<file path="config.mk">
export PLATFORM = sky130hd
export DESIGN_NAME = position_move_velocity_profiler
export DESIGN_NICKNAME = d
export VERILOG_FILES = /design/src/pmvp_pkg.sv /design/src/position_move_velocity_profiler.sv
export SDC_FILE = /design/constraint.sdc
export NUM_CORES = 2
export LEC_CHECK = 0
export BUFFER_PORTS_ARGS = -buffer_cell sky130_fd_sc_hd__buf_2
export CAP_MARGIN = 0
export CORE_ASPECT_RATIO = 0.8
export CORE_MARGIN = 10
export CORE_UTILIZATION = 65
export CTS_CLUSTER_SIZE = 30
export DETAILED_ROUTE_END_ITERATION = 8
export HOLD_SLACK_MARGIN = 0.1
export PLACE_DENSITY = 0.92
export SYNTH_ARGS = -nofsm -noshare
export SYNTH_HDL_FRONTEND = slang
export SYNTH_SLANG_ARGS = --single-unit
</file>
<file path="constraint.sdc">
create_clock -name clk -period 30.7 [get_ports clk]
set_input_delay 1.535 -clock clk [delete_from_list [all_inputs] [get_ports clk]]
set_output_delay 1.535 -clock clk [all_outputs]
set_load 0.02 [all_outputs]
</file>
<file path="src/pmvp_pkg.sv">
`timescale 1ns / 1ps

package pmvp_pkg;

  // Fixed-point format and arrival hold time.
  localparam int FRAC_BITS  = 16;
  localparam int HOLD_TICKS = 8;

  // Field widths.
  localparam int POS_W    = 32;
  localparam int SPEED_W  = 21;
  localparam int MSPEED_W = 25;
  localparam int HOLD_W   = 4;
  localparam int ERR_W    = POS_W + 1;

  // The proportional zone ends at 12 units.
  localparam logic [ERR_W-1:0] DECEL_RANGE = ERR_W'(64'd12 << FRAC_BITS);
  localparam int PZ_ERR_W  = FRAC_BITS + 4;
  localparam int PROD_W    = SPEED_W + PZ_ERR_W;
  localparam int PSHIFT    = FRAC_BITS + 2;
  localparam int QX_W      = PROD_W - PSHIFT;

  // Division by three through a reciprocal, exact for inputs below 2^DIV3_SHIFT.
  localparam int DIV3_SHIFT = 25;
  localparam int DIV3_W     = DIV3_SHIFT - 1;
  localparam logic [DIV3_W-1:0] DIV3_MUL = DIV3_W'(((64'd1 << DIV3_SHIFT) + 64'd2) / 64'd3);

  localparam logic [HOLD_W-1:0] HOLD_MAX  = '1;
  localparam logic [HOLD_W-1:0] HOLD_DONE = HOLD_W'(HOLD_TICKS);

  // Register reset values.
  localparam logic [SPEED_W-1:0] MAX_VEL_RST = SPEED_W'(64'd1 << FRAC_BITS);
  localparam logic [SPEED_W-1:0] REACH_RST   = SPEED_W'(((64'd120 << FRAC_BITS) + 64'd50) / 64'd100);
  localparam logic [SPEED_W-1:0] SETTLE_RST  = SPEED_W'(((64'd5 << FRAC_BITS) + 64'd50) / 64'd100);
  localparam logic [SPEED_W-1:0] MIN_VEL_RST = SPEED_W'(((64'd18 << FRAC_BITS) + 64'd50) / 64'd100);
  localparam logic [SPEED_W-1:0] STEP_RST    = SPEED_W'(((64'd5 << FRAC_BITS) + 64'd50) / 64'd100);

  // Configuration port.
  localparam int ADDR_W  = 5;
  localparam int DATA_W  = 32;
  localparam int INDEX_W = 3;

  localparam logic [INDEX_W-1:0] REG_TARGET    = 3'd0;
  localparam logic [INDEX_W-1:0] REG_MAX_VEL   = 3'd1;
  localparam logic [INDEX_W-1:0] REG_ENABLE    = 3'd2;
  localparam logic [INDEX_W-1:0] REG_REACH     = 3'd3;
  localparam logic [INDEX_W-1:0] REG_SETTLE    = 3'd4;
  localparam logic [INDEX_W-1:0] REG_MIN_VEL   = 3'd5;
  localparam logic [INDEX_W-1:0] REG_STEP_UP   = 3'd6;
  localparam logic [INDEX_W-1:0] REG_STEP_DOWN = 3'd7;

  // Error comparisons carried down the pipeline.
  typedef struct packed {
    logic le_settle;
    logic ge_range;
    logic le_reach;
  } err_cmp_t;

endpackage

</file>
<file path="src/position_move_velocity_profiler.sv">
`timescale 1ns / 1ps
// Channel   Direction  Handshake                 Payload
// in        sink       in_valid / in_ready       shaft_angle
// out       source     out_valid / out_ready     motor_speed, output_speed, motor_target,
//                                                busy_res, arrived
// config    APB slave  psel, penable, pready     paddr, pwdata, prdata
// One beat enters per cycle while in_ready is high; it passes through the s1, s2, s3 and output registers.
// The four stages are input, error and product, divide by three, and ramp update.
// Only the last stage touches the ramp, hold and arrival state.
// A stalled output backs up stage by stage; in_ready drops only when all stages are full.
// Reset is synchronous and restores the configuration, profile state and valid registers; data registers are not reset.

module position_move_velocity_profiler (
  input  logic                                  clk,
  input  logic                                  rst,
  input  logic                                  in_valid,
  output logic                                  in_ready,
  input  logic signed [pmvp_pkg::POS_W-1:0]     shaft_angle,
  output logic                                  out_valid,
  input  logic                                  out_ready,
  output logic        [pmvp_pkg::MSPEED_W-1:0]  motor_speed,
  output logic        [pmvp_pkg::SPEED_W-1:0]   output_speed,
  output logic signed [pmvp_pkg::POS_W-1:0]     motor_target,
  output logic                                  busy_res,
  output logic                                  arrived,
  input  logic                                  psel,
  input  logic                                  penable,
  input  logic                                  pwrite,
  input  logic        [pmvp_pkg::ADDR_W-1:0]    paddr,
  input  logic        [pmvp_pkg::DATA_W-1:0]    pwdata,
  output logic        [pmvp_pkg::DATA_W-1:0]    prdata,
  output logic                                  pready
);
  import pmvp_pkg::*;

  localparam logic signed [POS_W-1:0] POS_MIN = {1'b1, {(POS_W-1){1'b0}}};
  localparam logic signed [POS_W-1:0] POS_MAX = {1'b0, {(POS_W-1){1'b1}}};

  // Configuration registers.
  logic signed [POS_W-1:0]   goal_position;
  logic        [SPEED_W-1:0] max_velocity;
  logic                      enable;
  logic        [SPEED_W-1:0] arrival_band;
  logic        [SPEED_W-1:0] settle_tolerance;
  logic        [SPEED_W-1:0] min_velocity;
  logic        [SPEED_W-1:0] step_up;
  logic        [SPEED_W-1:0] step_down;

  // Profile state.
  logic [SPEED_W-1:0] ramp_speed;
  logic [HOLD_W-1:0]  hold_count;
  logic               busy_flag;
  logic               arrived_flag;
  logic [SPEED_W-1:0] ramp_speed_next;
  logic [HOLD_W-1:0]  hold_count_next;
  logic               busy_flag_next;
  logic               arrived_flag_next;

  // Pipeline registers.
  logic                    s1_valid;
  logic signed [POS_W-1:0] s1_angle;
  logic                    s2_valid;
  err_cmp_t                s2_cmp;
  logic [QX_W-1:0]         s2_qx;
  logic                    s3_valid;
  err_cmp_t                s3_cmp;
  logic [SPEED_W-1:0]      s3_quot;
  logic [SPEED_W-1:0]      out_speed;
  logic signed [POS_W-1:0] out_target;
  logic                    out_busy;
  logic                    out_arrived;

  logic                    cfg_wr;
  logic [INDEX_W-1:0]      cfg_idx;
  logic                    out_ok;
  logic                    s3_ok;
  logic                    s2_ok;
  logic                    step_fire;

  logic signed [POS_W-1:0] pos;
  logic signed [ERR_W-1:0] diff;
  logic        [ERR_W-1:0] err;
  err_cmp_t                cmp;
  logic [PROD_W-1:0]       prod;
  logic [QX_W+DIV3_W-1:0]  div3_prod;
  logic [SPEED_W-1:0]      tgt_speed;
  logic signed [POS_W-1:0] target_neg;
  logic [MSPEED_W:0]       speed_x30;

  // Configuration port: writes land in the access phase, reads are combinational.
  assign pready  = 1'b1;
  assign cfg_wr  = psel && penable && pwrite;
  assign cfg_idx = paddr[ADDR_W-1:2];

  always_comb begin
    unique case (cfg_idx)
      REG_TARGET:    prdata = DATA_W'(goal_position);
      REG_MAX_VEL:   prdata = DATA_W'(max_velocity);
      REG_ENABLE:    prdata = DATA_W'(enable);
      REG_REACH:     prdata = DATA_W'(arrival_band);
      REG_SETTLE:    prdata = DATA_W'(settle_tolerance);
      REG_MIN_VEL:   prdata = DATA_W'(min_velocity);
      REG_STEP_UP:   prdata = DATA_W'(step_up);
      REG_STEP_DOWN: prdata = DATA_W'(step_down);
      default:       prdata = '0;
    endcase
  end

  always_ff @(posedge clk) begin
    if (rst) begin
      goal_position    <= '0;
      max_velocity     <= MAX_VEL_RST;
      enable           <= 1'b0;
      arrival_band     <= REACH_RST;
      settle_tolerance <= SETTLE_RST;
      min_velocity     <= MIN_VEL_RST;
      step_up          <= STEP_RST;
      step_down        <= STEP_RST;
    end else if (cfg_wr) begin
      unique case (cfg_idx)
        REG_TARGET:    goal_position    <= pwdata[POS_W-1:0];
        REG_MAX_VEL:   max_velocity     <= pwdata[SPEED_W-1:0];
        REG_ENABLE:    enable           <= pwdata[0];
        REG_REACH:     arrival_band     <= pwdata[SPEED_W-1:0];
        REG_SETTLE:    settle_tolerance <= pwdata[SPEED_W-1:0];
        REG_MIN_VEL:   min_velocity     <= pwdata[SPEED_W-1:0];
        REG_STEP_UP:   step_up          <= pwdata[SPEED_W-1:0];
        REG_STEP_DOWN: step_down        <= pwdata[SPEED_W-1:0];
        default:       ;
      endcase
    end
  end

  // Each stage loads when it is empty or the stage below it moves on.
  assign out_ok    = !out_valid || out_ready;
  assign s3_ok     = !s3_valid || out_ok;
  assign s2_ok     = !s2_valid || s3_ok;
  assign in_ready  = !s1_valid || s2_ok;
  assign step_fire = s3_valid && out_ok;

  always_ff @(posedge clk) begin
    if (rst) begin
      s1_valid  <= 1'b0;
      s2_valid  <= 1'b0;
      s3_valid  <= 1'b0;
      out_valid <= 1'b0;
    end else begin
      if (in_ready) begin
        s1_valid <= in_valid;
      end
      if (s2_ok) begin
        s2_valid <= s1_valid;
      end
      if (s3_ok) begin
        s3_valid <= s2_valid;
      end
      if (out_ok) begin
        out_valid <= s3_valid;
      end
    end
  end

  // Stage one: position, absolute error, comparisons and the speed product.
  always_comb begin
    pos  = (s1_angle == POS_MIN) ? POS_MAX : -s1_angle;
    diff = ERR_W'(goal_position) - ERR_W'(pos);
    err  = diff[ERR_W-1] ? ERR_W'(-diff) : ERR_W'(diff);
    cmp.le_settle = err <= ERR_W'(settle_tolerance);
    cmp.ge_range  = err >= DECEL_RANGE;
    cmp.le_reach  = err <= ERR_W'(arrival_band);
    prod = PROD_W'(max_velocity) * PROD_W'(err[PZ_ERR_W-1:0]);
  end

  // Stage two: the remaining divide by three of the proportional speed.
  assign div3_prod = (QX_W+DIV3_W)'(s2_qx) * (QX_W+DIV3_W)'(DIV3_MUL);

  always_ff @(posedge clk) begin
    if (in_ready && in_valid) begin
      s1_angle <= shaft_angle;
    end
    if (s2_ok) begin
      s2_cmp <= cmp;
      s2_qx  <= prod[PROD_W-1:PSHIFT];
    end
    if (s3_ok) begin
      s3_cmp  <= s2_cmp;
      s3_quot <= div3_prod[DIV3_SHIFT +: SPEED_W];
    end
  end

  // Stage three: target speed, ramp step and arrival hold.
  always_comb begin
    if (s3_cmp.le_settle) begin
      tgt_speed = '0;
    end else if (s3_cmp.ge_range) begin
      tgt_speed = max_velocity;
    end else if (s3_quot < min_velocity) begin
      tgt_speed = min_velocity;
    end else if (s3_quot > max_velocity) begin
      tgt_speed = max_velocity;
    end else begin
      tgt_speed = s3_quot;
    end

    ramp_speed_next   = ramp_speed;
    hold_count_next   = hold_count;
    busy_flag_next    = busy_flag;
    arrived_flag_next = arrived_flag;

    if (!enable) begin
      ramp_speed_next   = '0;
      busy_flag_next    = 1'b0;
      arrived_flag_next = 1'b1;
    end else begin
      if (ramp_speed < tgt_speed) begin
        if (tgt_speed - ramp_speed > step_up) begin
          ramp_speed_next = ramp_speed + step_up;
        end else begin
          ramp_speed_next = tgt_speed;
        end
      end else begin
        if (ramp_speed - tgt_speed > step_down) begin
          ramp_speed_next = ramp_speed - step_down;
        end else begin
          ramp_speed_next = tgt_speed;
        end
      end

      if (s3_cmp.le_reach) begin
        if (hold_count != HOLD_MAX) begin
          hold_count_next = hold_count + 1'b1;
        end
        if (hold_count_next >= HOLD_DONE) begin
          busy_flag_next    = 1'b0;
          arrived_flag_next = 1'b1;
        end
      end else begin
        busy_flag_next    = 1'b1;
        arrived_flag_next = 1'b0;
        hold_count_next   = '0;
      end
    end
  end

  // State registers; target writes and enable writes that set the bit re-arm the move, clearing enable stops it.
  always_ff @(posedge clk) begin
    if (rst) begin
      ramp_speed   <= '0;
      hold_count   <= '0;
      busy_flag    <= 1'b0;
      arrived_flag <= 1'b1;
    end else if (cfg_wr && cfg_idx == REG_TARGET) begin
      busy_flag    <= 1'b1;
      arrived_flag <= 1'b0;
      hold_count   <= '0;
    end else if (cfg_wr && cfg_idx == REG_ENABLE) begin
      if (pwdata[0]) begin
        busy_flag    <= 1'b1;
        arrived_flag <= 1'b0;
        hold_count   <= '0;
      end else begin
        busy_flag    <= 1'b0;
        arrived_flag <= 1'b1;
        ramp_speed   <= '0;
      end
    end else if (step_fire) begin
      ramp_speed   <= ramp_speed_next;
      hold_count   <= hold_count_next;
      busy_flag    <= busy_flag_next;
      arrived_flag <= arrived_flag_next;
    end
  end

  // Result register.
  assign target_neg = (goal_position == POS_MIN) ? POS_MAX : -goal_position;

  always_ff @(posedge clk) begin
    if (step_fire) begin
      out_speed   <= ramp_speed_next;
      out_target  <= target_neg;
      out_busy    <= busy_flag_next;
      out_arrived <= arrived_flag_next;
    end
  end

  // Motor speed is thirty times the ramp speed, saturated to the port width.
  assign speed_x30 = {out_speed, 5'b0} - (MSPEED_W+1)'({out_speed, 1'b0});

  assign motor_speed  = speed_x30[MSPEED_W] ? '1 : speed_x30[MSPEED_W-1:0];
  assign output_speed = out_speed;
  assign motor_target = out_target;
  assign busy_res     = out_busy;
  assign arrived      = out_arrived;

endmodule

</file>
== Word-level counts from Yosys, hierarchy flattened ==
Index checks and enable logic that the tools add are counted.
Widths: inputs -> output; s select.

* Bits in registers: 327
* Bits of input ports: 76
* Logic and storage cells: 129

* $add $sub $neg: 10
* $mul: 2
* Order comparisons: 9
* Equal/unequal tests: 12
* Muxes and demuxes: 37
* Bitwise logic cells: 1
* Reductions and logical operators: 29

{| class="wikitable"
|+ Operator list
! kind !! number
|-
| $pmux 32 s8 || 1
|-
| $mux 21 || 11
|-
| $le 33x21->1 || 2
|-
| $eq 32x32->1 const B || 2
|-
| $neg 32->32 || 2
|-
| $gt 21x21->1 || 3
|-
| $sub 21x21->21 || 3
|-
| $mul 23x24->46 const B || 1
|-
| $lt 21x21->1 || 2
|-
| $mul 21x20->41 || 1
|-
| $ge 33x20->1 const B || 1
|-
| $mux 33 || 1
|-
| $neg 33->33 || 1
|-
| $sub 32x32->33 || 1
|-
| $mux 32 || 1
|-
| $mux 4 || 8
|-
| $sub 26x22->26 || 1
|-
| $mux 25 || 1
|-
| $add 21x21->21 || 1
|-
| $reduce_and 2->1 || 8
|-
| $mux 1 || 14
|-
| $eq 3x3->1 const B || 4
|-
| $eq 3x2->1 const B || 2
|-
| $logic_and 1x1->1 || 6
|-
| 13 further kinds || 22
|}

== Depth between registers and ports, before layout ==
* Depth in word-level cells: 12
* Gate-level depth with buffers: 48

== Least setup slack after synthesis ==
Ideal clock, no wire load.

* Kind: register to register
* From: reg s1_angle[6]
* To: reg s2_qx[19] (data pin)
* Library setup time: 0.258 ns
* Arrival: 11.424 ns
* Required time: 30.442 ns
* Path slack: 19.019 ns
* Cell stages (with the launch flop): 43
* Clock period less this slack: 11.681 ns
* Cells stage by stage: edfxtp_1 > or4_1 > nor4_1 > nand3_1 > nor4_1 > nand2_1 > nor3_1 > clkbuf_1 > clkbuf_1 > nor2_1 > fa_1 > a211oi_2 > o21ai_1 > a2111oi_0 > a311oi_1 > a2111o_1 > or2_2 > nor4_4 > (+7 left out) > fa_1 > inv_1 > fa_1 > fa_1 > inv_1 > fa_1 > inv_1 > ha_1 > o21a_1 > o21ai_0 > nor2b_1 > a21oi_1 > nand2_1 > o211ai_1 > a31o_2 > a211o_1 > a31oi_1 > xnor2_1

* Longest elaborated chain between the ends: 6
* Elaborated cells between the ends (all ways): 7

{| class="wikitable"
|+ Ends and longest elaborated chain
! what !! line !! RTL
|-
| start: declaration || position_move_velocity_profiler.sv:61 || <nowiki>logic signed [POS_W-1:0] s1_angle;</nowiki>
|-
| start signal: assignment || position_move_velocity_profiler.sv:179 || <nowiki>s1_angle <= shaft_angle;</nowiki>
|-
| $neg 32->32 / $eq 32x32->1 (equally long branches) || position_move_velocity_profiler.sv:165 || <nowiki>pos = (s1_angle == POS_MIN) ? POS_MAX : -s1_angle;</nowiki>
|-
| $mux 32 (*) || position_move_velocity_profiler.sv:165 ||
|-
| $sub 32x32->33 (*) || position_move_velocity_profiler.sv:166 || <nowiki>diff = ERR_W'(goal_position) - ERR_W'(pos);</nowiki>
|-
| $neg 33->33 || position_move_velocity_profiler.sv:167 || <nowiki>err = diff[ERR_W-1] ? ERR_W'(-diff) : ERR_W'(diff);</nowiki>
|-
| $mux 33 (*) || position_move_velocity_profiler.sv:167 ||
|-
| $mul 21x20->41 (*) || position_move_velocity_profiler.sv:171 || <nowiki>prod = PROD_W'(max_velocity) * PROD_W'(err[PZ_ERR_W-1:0]);</nowiki>
|-
| named net prod[37] || position_move_velocity_profiler.sv:84 || <nowiki>logic [PROD_W-1:0] prod;</nowiki>
|-
| end signal: assignment || position_move_velocity_profiler.sv:183 || <nowiki>s2_qx <= prod[PROD_W-1:PSHIFT];</nowiki>
|-
| end: declaration || position_move_velocity_profiler.sv:64 || <nowiki>logic [QX_W-1:0] s2_qx;</nowiki>
|}

Mark *: on every way through the listed nets, which the timed path passes. The rest lies on a longest branch.
A chain may end at the register's enable or synchronous reset.

== Worst setup path after layout ==
Same ends and word-level chain as after synthesis.

==> impl_results.md <==
* Area leader, netlist: fa_1
* CTS Sinks at 327
* Status: finished clean
* Share of cells above drive strength 1 at 0.0731
* CP Max Fanout at 29
* Reg-to-Reg Start: s1_angle[6]$_DFFE_PP_
* Mean post-synth cell area at 8.52 um2
* CTS Buf Count at 37
* Final period util at 0.486
* Synth Net Count at 6397
* Area of the core at approximately 68000 um2
* Library cells used by synthesis at a little over 90
* Hold_sp: s2_cmp[1]$_DFFE_PP_
* Critical path class: flop to flop
* Chip width at about 310 um
* Input/output buffers at ~190
* CTS tree: built
* GPL Wtd Cong at 1.03
* Clock Latency Late Sink at 0.58 ns
* H-tree depth at 2
* FMAX at 0.0671 GHz
* Die Ht at 255 um
* Startpoint types: flop
* Total number of vias at around 40k
* Worst stage delay on the critical path at 0.81 ns
* Hold buffers post-CTS at 0
* Area grow syn2layout at 7.02%
* Final setup fails at 0
* Final slew viol count at 0
* Vias per cell at 6.38
* EDFF count, synth at approximately 140
* Worst Skew at 0.0159 ns
* Initial antenna violation count at 6
* Die area at 79800 um2
* HP Class: flop to flop
* Minimum clock period at approximately 15 ns
* Initial DRC Count at 5380
* TritonRoute pass-1 iters at 7
* Hold depth at 0
* Final wirelength at ~140000 um
* Hpwl dp at 108000 um
* Tot GR Track Use at 0.342
* Nets at 6471
* Post-synth top cells: inv_1 (825), nand2_1 (715), ha_1 (589), fa_1 (485), a21oi_1 (358)
* Syn Std Cell Area at 44700 um2
* I/O pin count at 191
* Post-CTS Setup Inserts at 0
* Cell with the most instances after synthesis: inv_1
* WL/cell at 22.1 um
* R2R cell count at 42
* Synth Warn # at 0
* Unrepaired setup endpoints after global routing: no
* Synth top area share at 0.217
* First-pass GRT wire length at 217000 um
* Top_reg_cell synth: dfxtp_1
* RR Endpoint: s2_qx[19]$_DFFE_PP_
* WP data arrival at approximately 15 ns
* Pin count of the biggest net entering global routing at 92
* Hold Fails Final Rpt at 0
* Post-Syn Instances at 5247
* Crit. End Element: flop
* Clock-pin slew on the worst setup and hold paths at 0.07 ns
* # fillers at 4848
* R2r setup slk at 15.79 ns
* Post-synth ARST share at 0
* Number of global-route vias before repair at 39.9k
* Worst Max-Slew Pin Slew at approximately 1.4 ns
* CTS max path bufs at 3
* CTS root buf: clkbuf_16
* Seq/Total Area, Yosys at 0.177
* Max-cap violations at 0
* # DRC at 0
* Starting Density at 0.660
* Most common cell on crit path: fa_1
* Hold Slack at 0.424 ns
* # rows at 85
* Setup TNS at 0 ns
* Antenna Nets Post-Route at 0
* Register bit total from synthesis at 327
* Hold EP: s3_cmp[1]$_DFFE_PP_
* Grt total ovfl at 0
* Slowest cell on crit path: nor4_1
* Synth top area cells: fa_1 (22%), ha_1 (16%), edfxtp_1 (9.2%)
* Resized Gates After CTS at 0
* Max-slew headroom at 0.0666
* Worst EP required at slightly above 30 ns
worst max-delay path, delay by kind of cell, from the launching register on:
kind                       cells  cell delay [ns]
DFF                            1             0.45
and+or+nand+nor               15             5.59
xor gates and xnor gates       2             0.29
buffers and inverters          7             1.35
adders and majority gates     10             4.48
AOI/OAI and AO/OA              8             2.44
area by class of cell:
cell class	instances	area (um2)	share of cell area
multi-input cells	3877	33000	0.689
flip-flops and latches	327	7920	0.165
inverters	827	3100	0.0649
repair buffers	251	1420	0.0296
well taps	913	1140	0.0239
clock buffers	53	1110	0.0232
clock inverters	15	153	0.00319
diodes	7	17.5	0.000366
kinds of logic (layout without fill, tap and decap cells):
logic type	count (synthesis)	count (layout)	synth area share
AO/OA/AOI/OAI	954	954	0.139
XOR/XNOR	210	210	0.0413
adder cells (fa/ha/maj)	1074	1074	0.382
buffers and inverters	1043	1146	0.0881
flip-flops	327	327	0.177
multiplexers	31	31	0.00806
other	1	8	0.0000839
AND/OR/NAND/NOR	1607	1607	0.165
flip-flops by register name, indices dropped and copies added, names as in the netlist, 3 cells and up:
signal,cells
s2_cmp,3
s2_qx,23
hold_count,4
step_up,21
output_speed,21
step_down,21
settle_tolerance,21
s3_quot,21
motor_target,32
s1_angle,32
max_velocity,21
ramp_speed,21
min_velocity,21
s3_cmp,3
arrival_band,21
goal_position,32
how the worst max path moves through the flow:
stage                               start                  end  slack, ns  cells after the start
finish              s1_angle[6]$_DFFE_PP_  s2_qx[19]$_DFFE_PP_      15.79                     42
floorplan           s1_angle[6]$_DFFE_PP_  s2_qx[19]$_DFFE_PP_      19.02                     42
CTS                 s1_angle[6]$_DFFE_PP_  s2_qx[19]$_DFFE_PP_      16.35                     42
detailed placement  s1_angle[6]$_DFFE_PP_  s2_qx[19]$_DFFE_PP_      16.51                     42
global placement    s1_angle[6]$_DFFE_PP_  s2_qx[19]$_DFFE_PP_      16.71                     42
global route        s1_angle[6]$_DFFE_PP_  s2_qx[19]$_DFFE_PP_      15.21                     42
through the flow:
step / cells / setup slack [ns] / cell area [um2] / utilization
2_1_floorplan: 5247 / 19.02 / 44700 / -
3_3_place_gp: 6195 / 16.71 / 46600 / 0.688
3_5_place_dp: 6195 / 16.51 / 46600 / 0.688
4_1_cts: 6263 / 16.35 / 47800 / 0.706
5_1_grt: 6264 / 15.21 / 47800 / 0.706
6_report: 6270 / 15.79 / 47900 / 0.706
layout by cell type (no fill, tap or decap), drive strengths merged, types with 47 or more instances in the layout:
| master | count |
|---|---|
| o21ai | 147 |
| dfxtp | 190 |
| and2 | 130 |
| a21o | 100 |
| ha | 589 |
| buf | 251 |
| nor3 | 69 |
| a21oi | 359 |
| nand4 | 47 |
| nor2 | 351 |
| xnor2 | 139 |
| nand2 | 715 |
| nand2b | 49 |
| nand3 | 66 |
| inv | 829 |
| clkbuf | 53 |
| fa | 485 |
| edfxtp | 137 |
| xor2 | 71 |
| o211ai | 50 |
per-layer routing:
metal,wire [um],track usage,share of wire
met4,7920,0.157,0.057
met3,20500,0.121,0.15
met5,29,0,0.00021
met1,51100,0.430,0.37
met2,59000,0.524,0.43
Power is left out: the tool's default activity adds up to more than one toggle a clock period on the data nets, which glitch-free logic cannot reach.
